--- config.mk ---
export PLATFORM = sky130hd
export DESIGN_NAME = utf8_stream_decoder
export DESIGN_NICKNAME = d
export VERILOG_FILES = /design/src/u8sd_pkg.sv /design/src/utf8_stream_decoder.sv
export SDC_FILE = /design/constraint.sdc
export NUM_CORES = 1
export LEC_CHECK = 0
export ABC_AREA = 1
export BUFFER_PORTS_ARGS = -buffer_cell sky130_fd_sc_hd__clkbuf_2
export CORE_AREA = 2 2 61 63
export CTS_CLUSTER_DIAMETER = 200
export DETAILED_ROUTE_END_ITERATION = 16
export DIE_AREA = 0 0 63 65
export PLACE_DENSITY = 0.78
export REMOVE_ABC_BUFFERS = 1
export SLEW_MARGIN = 5
export SYNTH_ARGS = -nofsm -noshare
export SYNTH_HDL_FRONTEND = slang
export SYNTH_SLANG_ARGS = --single-unit
export TNS_END_PERCENT = 20
--- constraint.sdc ---
create_clock -name clk_i -period 1.85 [get_ports clk_i]
set_input_delay 0 -clock clk_i [delete_from_list [all_inputs] [get_ports clk_i]]
set_output_delay 0 -clock clk_i [all_outputs]
set_load 0.01 [all_outputs]
--- src/u8sd_pkg.sv ---
// u8sd_pkg: byte patterns, field widths and the per-byte decode step
// shared by the UTF-8 stream decoder. No dependencies.

package u8sd_pkg;

  // Field widths
  localparam int unsigned ByteW    = 8;
  localparam int unsigned CodeW    = 21;
  localparam int unsigned PartialW = 15;  // widest open partial: 3 + 6 + 6 bits
  localparam int unsigned PendW    = 2;

  // Byte patterns: mask and match for each lead and the continuation form
  localparam logic [ByteW-1:0] AsciiMask = 8'h80;
  localparam logic [ByteW-1:0] ContMask  = 8'hc0;
  localparam logic [ByteW-1:0] ContCode  = 8'h80;
  localparam logic [ByteW-1:0] Lead2Mask = 8'he0;
  localparam logic [ByteW-1:0] Lead2Code = 8'hc0;
  localparam logic [ByteW-1:0] Lead3Mask = 8'hf0;
  localparam logic [ByteW-1:0] Lead3Code = 8'he0;
  localparam logic [ByteW-1:0] Lead4Mask = 8'hf8;
  localparam logic [ByteW-1:0] Lead4Code = 8'hf0;

  // Payload masks
  localparam logic [ByteW-1:0] Lead2Bits = 8'h1f;
  localparam logic [ByteW-1:0] Lead3Bits = 8'h0f;
  localparam logic [ByteW-1:0] Lead4Bits = 8'h07;
  localparam logic [ByteW-1:0] ContBits  = 8'h3f;

  // Continuation counts opened by each lead
  localparam logic [PendW-1:0] PendNone  = 2'd0;
  localparam logic [PendW-1:0] PendLead2 = 2'd1;
  localparam logic [PendW-1:0] PendLead3 = 2'd2;
  localparam logic [PendW-1:0] PendLead4 = 2'd3;

  // Decoder state carried from byte to byte
  typedef struct packed {
    logic [PartialW-1:0] partial;
    logic [PendW-1:0]    pending;
  } dec_state_t;

  // One result item
  typedef struct packed {
    logic             has_cp;
    logic [CodeW-1:0] cp;
    logic             is_end;
  } dec_result_t;

  // Decode one byte against the current state
  function automatic void decode_byte(
    input  dec_state_t  cur,
    input  logic [ByteW-1:0] b,
    input  logic        last,
    output dec_state_t  nxt,
    output dec_result_t res
  );
    logic [CodeW-1:0] grown;
    logic [PendW-1:0] left;
    grown      = {cur.partial, b[5:0]};
    left       = cur.pending - PendW'(1);
    nxt        = '0;
    res        = '0;
    res.is_end = last;
    if ((cur.pending != PendNone) && ((b & ContMask) == ContCode)) begin
      // Append six bits; report when the last continuation arrives
      if (left == PendNone) begin
        res.has_cp = 1'b1;
        res.cp     = grown;
      end else begin
        nxt.partial = grown[PartialW-1:0];
        nxt.pending = left;
      end
    end else if ((b & AsciiMask) == '0) begin
      res.has_cp = 1'b1;
      res.cp     = CodeW'(b);
    end else if ((b & Lead2Mask) == Lead2Code) begin
      nxt.partial = PartialW'(b & Lead2Bits);
      nxt.pending = PendLead2;
    end else if ((b & Lead3Mask) == Lead3Code) begin
      nxt.partial = PartialW'(b & Lead3Bits);
      nxt.pending = PendLead3;
    end else if ((b & Lead4Mask) == Lead4Code) begin
      nxt.partial = PartialW'(b & Lead4Bits);
      nxt.pending = PendLead4;
    end
    // Stray continuation or 11111xxx: skip, state already cleared
    if (last) begin
      nxt = '0;
    end
  endfunction

endpackage

--- src/utf8_stream_decoder.sv ---
// utf8_stream_decoder: byte-at-a-time UTF-8 decoder with a registered result.
// Depends on u8sd_pkg for byte patterns, types and the decode step.
//
// Usage:
//   Input channel (in_valid_i / in_ready_o) carries one raw byte and a flag
//   that marks the last byte of a buffer. Output channel (out_valid_o /
//   out_ready_i) carries exactly one result per byte: has_code_point_o,
//   code_point_o (zero unless has_code_point_o) and is_end_o.
//   Latency: the result for a byte is offered the cycle after its transfer.
//   Throughput: one byte per cycle unless stalled; the decode is a single
//   pass of masking and shifting between decoder state and result register.
//   A byte that completes a 1- to 4-byte sequence reports the code point.
//   Stray bytes are skipped, a sequence cut short is dropped and the
//   interrupting byte decodes as a new lead, and a sequence still open
//   after a buffer's last byte is dropped.
//   Reset clears the open sequence and empties the result register.
//   While the receiver stalls, the result holds and in_ready_o stays low
//   until that result is taken; a byte may transfer in the same cycle.

module utf8_stream_decoder (
  input  logic                        clk_i,
  input  logic                        rst_ni,
  input  logic                        in_valid_i,
  output logic                        in_ready_o,
  input  logic [u8sd_pkg::ByteW-1:0]  in_byte_i,
  input  logic                        buffer_end_i,
  output logic                        out_valid_o,
  input  logic                        out_ready_i,
  output logic                        has_code_point_o,
  output logic [u8sd_pkg::CodeW-1:0]  code_point_o,
  output logic                        is_end_o
);
  import u8sd_pkg::*;

  dec_state_t  state_q, state_d;
  dec_result_t res_q, res_d;
  logic        out_valid_q;
  logic        in_xfer;

  // Accept a byte whenever the result register is empty or being drained
  assign in_ready_o = !out_valid_q || out_ready_i;
  assign in_xfer    = in_valid_i && in_ready_o;

  // Decode the incoming byte against the open sequence
  always_comb begin
    decode_byte(state_q, in_byte_i, buffer_end_i, state_d, res_d);
  end

  // Advance decoder state on each transfer
  always_ff @(posedge clk_i or negedge rst_ni) begin
    if (!rst_ni) begin
      state_q <= '0;
    end else if (in_xfer) begin
      state_q <= state_d;
    end
  end

  // Track result occupancy
  always_ff @(posedge clk_i or negedge rst_ni) begin
    if (!rst_ni) begin
      out_valid_q <= 1'b0;
    end else if (in_xfer) begin
      out_valid_q <= 1'b1;
    end else if (out_ready_i) begin
      out_valid_q <= 1'b0;
    end
  end

  // Load the result payload
  always_ff @(posedge clk_i) begin
    if (in_xfer) begin
      res_q <= res_d;
    end
  end

  assign out_valid_o      = out_valid_q;
  assign has_code_point_o = res_q.has_cp;
  assign code_point_o     = res_q.cp;
  assign is_end_o         = res_q.is_end;

`ifndef ASSERT_OFF
  // No partial bits may linger without an open sequence
  a_idle_partial_zero: assert property (@(posedge clk_i) disable iff (!rst_ni)
    (state_q.pending == PendNone) |-> (state_q.partial == '0))
    else $error("partial value held with no sequence open");

  // A buffer's last byte always closes any open sequence
  a_end_closes: assert property (@(posedge clk_i) disable iff (!rst_ni)
    (in_xfer && buffer_end_i) |=> (state_q.pending == PendNone))
    else $error("sequence left open after buffer end");

  // Code point field is zero on results without a code point
  a_cp_zero: assert property (@(posedge clk_i) disable iff (!rst_ni)
    (out_valid_o && !has_code_point_o) |-> (code_point_o == '0))
    else $error("nonzero code point without valid flag");

  // Every transferred byte yields a result next cycle
  a_one_result: assert property (@(posedge clk_i) disable iff (!rst_ni)
    in_xfer |=> out_valid_o)
    else $error("transferred byte produced no result");

  // An empty result register never blocks the input
  a_ready_empty: assert property (@(posedge clk_i) disable iff (!rst_ni)
    !out_valid_o |-> in_ready_o)
    else $error("input stalled with empty result register");
`endif

endmodule

==> results of run 1 <==
==> cells in the mapped netlist (all sizes together) <==
cell type / count
nand2: 52
inv: 30
nor2: 27
edfxtp: 23
dfrtp: 18
o21ai: 14
nand3: 9
buf: 2
ha: 2
clkinv: 1
nand4: 1
==> placed cells by master (no fill, tap or decap) <==
master / synthesis / routed
nand2_2: 4 / 4
inv_2: 2 / 2
dlygate4sd3_1: 0 / 9
clkbuf_2: 0 / 37
nand3_2: 2 / 2
clkinv_4: 1 / 1
nand4_4: 1 / 1
inv_1: 28 / 28
o21ai_1: 3 / 3
dfrtp_1: 18 / 18
o21ai_2: 2 / 2
clkinvlp_4: 0 / 1
clkinv_2: 0 / 2
clkbuf_4: 0 / 5
nand3_4: 1 / 1
ha_1: 2 / 2
nor2_1: 27 / 27
o21ai_0: 9 / 9
edfxtp_1: 23 / 23
nand2_1: 48 / 48
nand3_1: 6 / 6
buf_4: 0 / 3
==> worst paths after layout <==
kind | start | to | slack (ps) | cells after the start
worst min register to register | state_q[8] | state_q[8] | 500 | 2
worst max-delay path | state_q[0] | code_point_o[3] | 200 | 7
worst min-delay path | in_byte_i[7] | has_code_point_o | 50 | 2
max in group asynchronous | rst_ni | state_q[15] | 1430 | 2
min in group asynchronous | rst_ni | state_q[1] | 100 | 2
worst max register to register | state_q[0] | code_point_o[3] | 200 | 7
==> routing by layer <==
metal  track usage  up-vias
met5             0        -
met4        0.0889        0
met3        0.0556        7
met2         0.326       30
met1         0.219      604
li1              -      665
==> repair_timing <==
item                                    CTS  global route
endpoints found under the setup margin    0             0
hold buffers                              9             0
hold endpoints to repair                 29             0
==> area by class of cell <==
| cell class | instances | area (sq um) | area share |
|---|---|---|---|
| clock buffer | 5 | 37.5 | 0.0173 |
| clock inverter | 3 | 17.5 | 0.00806 |
| inverter | 31 | 121 | 0.0558 |
| multi-input combinational | 105 | 498 | 0.229 |
| sequential | 41 | 1140 | 0.525 |
| tap | 48 | 60.1 | 0.0276 |
| timing repair buffer | 49 | 298 | 0.137 |
==> stage by stage <==
stage	cell area, sq um	power, uW	instances
final	2170	1660	282
after global routing	2170	1750	282
after CTS	2170	1680	282
after detailed placement	2030	1230	265
after global placement	2030	1230	265
after floorplan	1760	1150	177
==> sequential cells by signal, summed over array words and instances, names as in the netlist <==
signal            cells
state_q              17
out_valid_o           1
is_end_o              1
code_point_o         21
has_code_point_o      1
==> worst max-delay path: stages (launching register included) <==
cell	delay (ps)
dfrtp_1	410
inv_1	60
ha_1	190
inv_1	140
nand4_4	280
nand2_1	200
inv_2	90
nor2_1	120
==> power groups by stage <==
stage	combinational (uW)	clock (uW)	sequential (uW)
finish	203	435	1030
CTS	204	448	1030
global placement	184	0	1040
detailed placement	188	0	1050
floorplan	84.7	0	1060
global route	226	490	1030
==> cell families (layout without fill, tap and decap cells) <==
family / Yosys count / after routing
AO/OA/AOI/OAI: 14 / 14
adder cells (fa/ha/maj): 2 / 2
buffers and inverters: 33 / 88
flip-flops: 41 / 41
AND/OR/NAND/NOR: 89 / 89
==> results.md, run 1 <==
- Actual slew at the worst max-slew pin: 452 ps
- Post CTS Setup Buffer Count: 0
- XOR/XNOR Fraction of Synth Area: 0
- Compound-Gate Fraction of Synth Area: 0.0438
- Initial cell density of the core: 0.506
- Max Clock Freq: just over 600 MHz
- Clk_skew: 11.9 ps
- Outcome: finished, final reports clean
- NetSw: 438 uW
- Worst-Skew Late Latency: 360 ps
- Die W: 63 um
- Leak Pwr: 0.00102 uW
- CTS Buffer Depth: 2
- Final worst-path setup slack: 200 ps
- H-tree levels: 2
- Hold Crit Class: in2reg
- Area share of fa/ha/maj cells after synthesis: 0.0141
- Crit path launch type: flop
- Area share of and/or/nand/nor cells after synthesis: 0.223
- Yosys top cell area share: 0.390
- Met3 Wirelength: approximately 130 um
- Min Tclk post-route: 1650 ps
- Die Y: 65 um
- Average cell area after synthesis: 9.89 sq um
- Synth top area cells: edfxtp_1, dfrtp_1, nand2_1, inv_1, nor2_1
- Fin nets: 248
- Tot GR Track Use: 0.190
- Row cnt: 22
- Library cells used by synthesis: 17
- Synth Warn #: 0
- Hold slack: 46.9 ps
- Vias per Instance: 4.63
- Routed Antenna Nets: 0
- Seq pwr share: 0.617
- Clk pwr share: 0.261
- Cell Area, Synth: 1770 sq um
- Main combinational cell family by area after synthesis: simple AND/OR/NAND/NOR gates
- Layout cells sized above 1: 0.261
- GP Congestion: just over 0.9
- Combinational power share: 0.122
- Layout Utilization: 0.622
- Max_cap viols: 0
- Layout area overhead: 22.8%
- Port Buf Inserts: 37
- DRT met1 WL: roughly 1.4 mm
- #FFs+latches synth: 41
- Post-synthesis sequential area ratio: 0.645
- Worst-path maximum fanout: 18
- Pin count of the biggest net entering global routing: 19
- Power Internal: 1230 uW
- Initial antenna violation count: 0
- Vias in the first global route: 1239
- DIE AREA: 4100 sq um
- Post-DP HPWL: 2.30 mm
- Via count of the routed design: 1306
- CTS tree: built
- TritonRoute pass-1 iters: 4
- Remaining global-route overflow: 0
- First-pass GRT wire length: 5.69 mm
- Wire length on met2: 1.77 mm
- Final setup viols: 0
- Post-Syn Instances: about 180
- Required @ worst endpoint: about 2100 ps
- Core area: 3500 sq um
- Dpl ws: 287 ps
- CTS buffer count: 5
- Peak supply drop: 0.000415 V
- Setup TNS: 0 ps
- Clk sink count: between 40 and 50
- Crit path DAT: 1870 ps
- Critical path endpoint category: flop
- RSZ-0062 raised after global routing: no
- Cell taking the most area after synthesis: edfxtp_1
- Fill cell count: 289
- 1st-iter DRT viols: 58
- Root Buffer: clkbuf_4
- Top Layer Used: met4
- Drt drc: 0
- Total power per unit cell area: 766 nW/um^2
- Routed Wire Length: 3.33 mm
- Number of primary I/O pins: 38
- Crit path kind: reg2reg
- Slew margin rel.: 0.699
- ANT cells: 0
- CTS clk-pin slew, worst paths: 120 ps
- Post-cts repair resize count: 0
- Final Max Slew Viols: 0
- Multiplexer share of the synthesized area: 0
- Sw Share: 0.263
- Hold Vio Cnt, Final: 0
- Routed WL per cell: 11.8 um
- Period utilisation layout: 0.892
No activity file was read; power rests on OpenSTA's default activity.
==> inputs of run 2 (changes only) <==
--- a/config.mk
+++ b/config.mk
@@ -11,7 +11,7 @@
 export CTS_CLUSTER_DIAMETER = 200
 export DETAILED_ROUTE_END_ITERATION = 16
 export DIE_AREA = 0 0 63 65
-export PLACE_DENSITY = 0.78
+export PLACE_DENSITY = 0.75
 export REMOVE_ABC_BUFFERS = 1
 export SLEW_MARGIN = 5
 export SYNTH_ARGS = -nofsm -noshare
==> results.md, run 2 (synthesis gave the netlist of run 1 again) <==
- Outcome: finished, final reports clean
- Root Buffer: clkbuf_4
- Routed Wire Length: 3.33 mm
- Port Buf Inserts: 37
- Gr busiest metal: met2
- CTS tree: built
- Reg-to-reg setup timing slack: 270 ps
- Layout Utilization: 0.627
- Routed WL per cell: 11.8 um
- Setup TNS: 0 ps
- Total power per unit cell area: about 820 nW/um^2
- Sw Share: 0.238
- Most common cell after layout, fill and taps aside: nand2_1
- CTS Buffer Depth: 2
- Hold Vio Cnt, Final: 0
- Final Max Slew Viols: 0
- Leak Pwr: 0.00103 uW
- Total power: between 1500 and 2000 uW
- Worst-path maximum fanout: 18
- Vias per Instance: 4.70
- Post CTS Setup Buffer Count: 0
- Slew margin rel.: 0.689
- Post-cts repair resize count: 0
- GP Congestion: 0.863
- CTS clk-pin slew, worst paths: 110 ps
- Power Internal: 1360 uW
- Max Clock Freq: 631 MHz
- Placement Cell Area: 2030 sq um
- R2r endpoint: code_point_o[3]
- Die W: ~63 um
- FF-to-FF path depth: 7
- CTS Hold Bufs: 9
- 1st-iter DRT viols: 62
- Clk sink count: 41
- Number of flip-flops in the largest register: 21
- Hold Crit Class: in2reg
- Tot GR Track Use: 0.173
- Seq pwr share: 0.573
- Post-DP HPWL: approximately 2.3 mm
- Layout cells sized above 1: 0.252
- Commonest non-fill, non-tap cells in the layout: nand2_1, clkbuf_2, inv_1
- Actual slew at the worst max-slew pin: 466 ps
- Clk pwr share: 0.314
- Final setup viols: 0
- Launching point of the worst reg2reg path: state_q[0]
- H-tree levels: 2
- Via count of the routed design: approximately 1300
- DIE AREA: 4100 sq um
- Row cnt: 22
- Met2 Resource Use GR: 0.309
- Fin nets: approximately 250
- Die Y: 65 um
- Clk_skew: approximately 5.0 ps
- Worst Hold Path EP: state_q[4]
- Initial cell density of the core: 0.506
- Post-route cell area: about 2200 sq um
- Vias in the first global route: 1276
- Number of primary I/O pins: 38
- Hold-critical path depth: 5
- Crit path DAT: 1800 ps
- HP Start: in_valid_i
- Max_cap viols: 0
- CTS buffer count: 5
- Crit path launch type: flop
- RSZ-0062 raised after global routing: no
- ANT cells: 0
- Initial antenna violation count: 0
- Period utilisation layout: 0.857
- Critical path endpoint category: flop
- Drt drc: 0
- Remaining global-route overflow: 0
- Core area: 3500 sq um
- Routed Antenna Nets: 0
- TritonRoute pass-1 iters: 4
- First-pass GRT wire length: 5.35 mm
- NetSw: 426 uW
- Peak supply drop: 0.000351 V
- Required @ worst endpoint: 2060 ps
- Layout area overhead: 23.9%
- Min Tclk post-route: 1580 ps
- GR met1 Demand/Resource: 0.193
- Met3 usage: 0.0469
- Combinational power share: 0.113
- Pin count of the biggest net entering global routing: 19
- Worst-Skew Late Latency: 350 ps
- Crit path kind: reg2reg
## run 2: changes by cell type in the layout (fill, tap and decap cells not counted)
cell	change
bufinv_16	+1
clkbuf_1	+1
clkinv_1	+1
clkinv_2	-2
clkinvlp_4	-1
## run 2: how the worst max path moves through the flow
stage | startpoint | endpoint | cells after the start
2_1_floorplan | out_valid_o | code_point_o[0] | 3
3_3_place_gp | state_q[0] | code_point_o[2] | 7
3_5_place_dp | state_q[0] | code_point_o[3] | 7
4_1_cts | state_q[0] | code_point_o[3] | 7
5_1_grt | state_q[0] | code_point_o[2] | 7
6_report | state_q[0] | code_point_o[3] | 7
## run 2: per-stage QoR
stage | hold WS [ps] | setup slack (ps) | cells
after floorplan | -296 | 229 | 177
after global placement | -31.8 | 399 | 265
after detailed placement | -29.9 | 320 | 265
after CTS | 53.5 | 280 | 282
after global routing | 69.6 | 147 | 282
final | 57.5 | 265 | 282
## run 2: power by group through the flow
stage	clock (uW)	combinational, uW	sequential (uW)
global placement	0	184	1050
global route	605	223	1030
finish	562	202	1030
floorplan	0	84.7	1060
CTS	569	204	1030
detailed placement	0	188	1050
## run 2: metal layers
layer,share of wire,vias to the layer above
li1,-,666
met1,0.43,628
met2,0.52,26
met3,0.032,6
met4,0.015,0
met5,0,-
## run 2: critical path: stages (launching register included)
cell and delay [ps]:
dfrtp_1 410, inv_1 60, ha_1 190, inv_1 140
nand4_4 270, nand2_1 200, inv_2 80, nor2_1 100
## run 2: cell type report
| class | count | area [sq um] |
|---|---|---|
| Tap cell | 48 | 60.1 |
| Clock buffer | 6 | 41.3 |
| Timing Repair Buffer | 49 | 298 |
| Fill cell | 269 | 1300 |
| Sequential cell | 41 | 1140 |
| Inverter | 31 | 121 |
| Clock inverter | 2 | 33.8 |
| Multi-Input combinational cell | 105 | 498 |
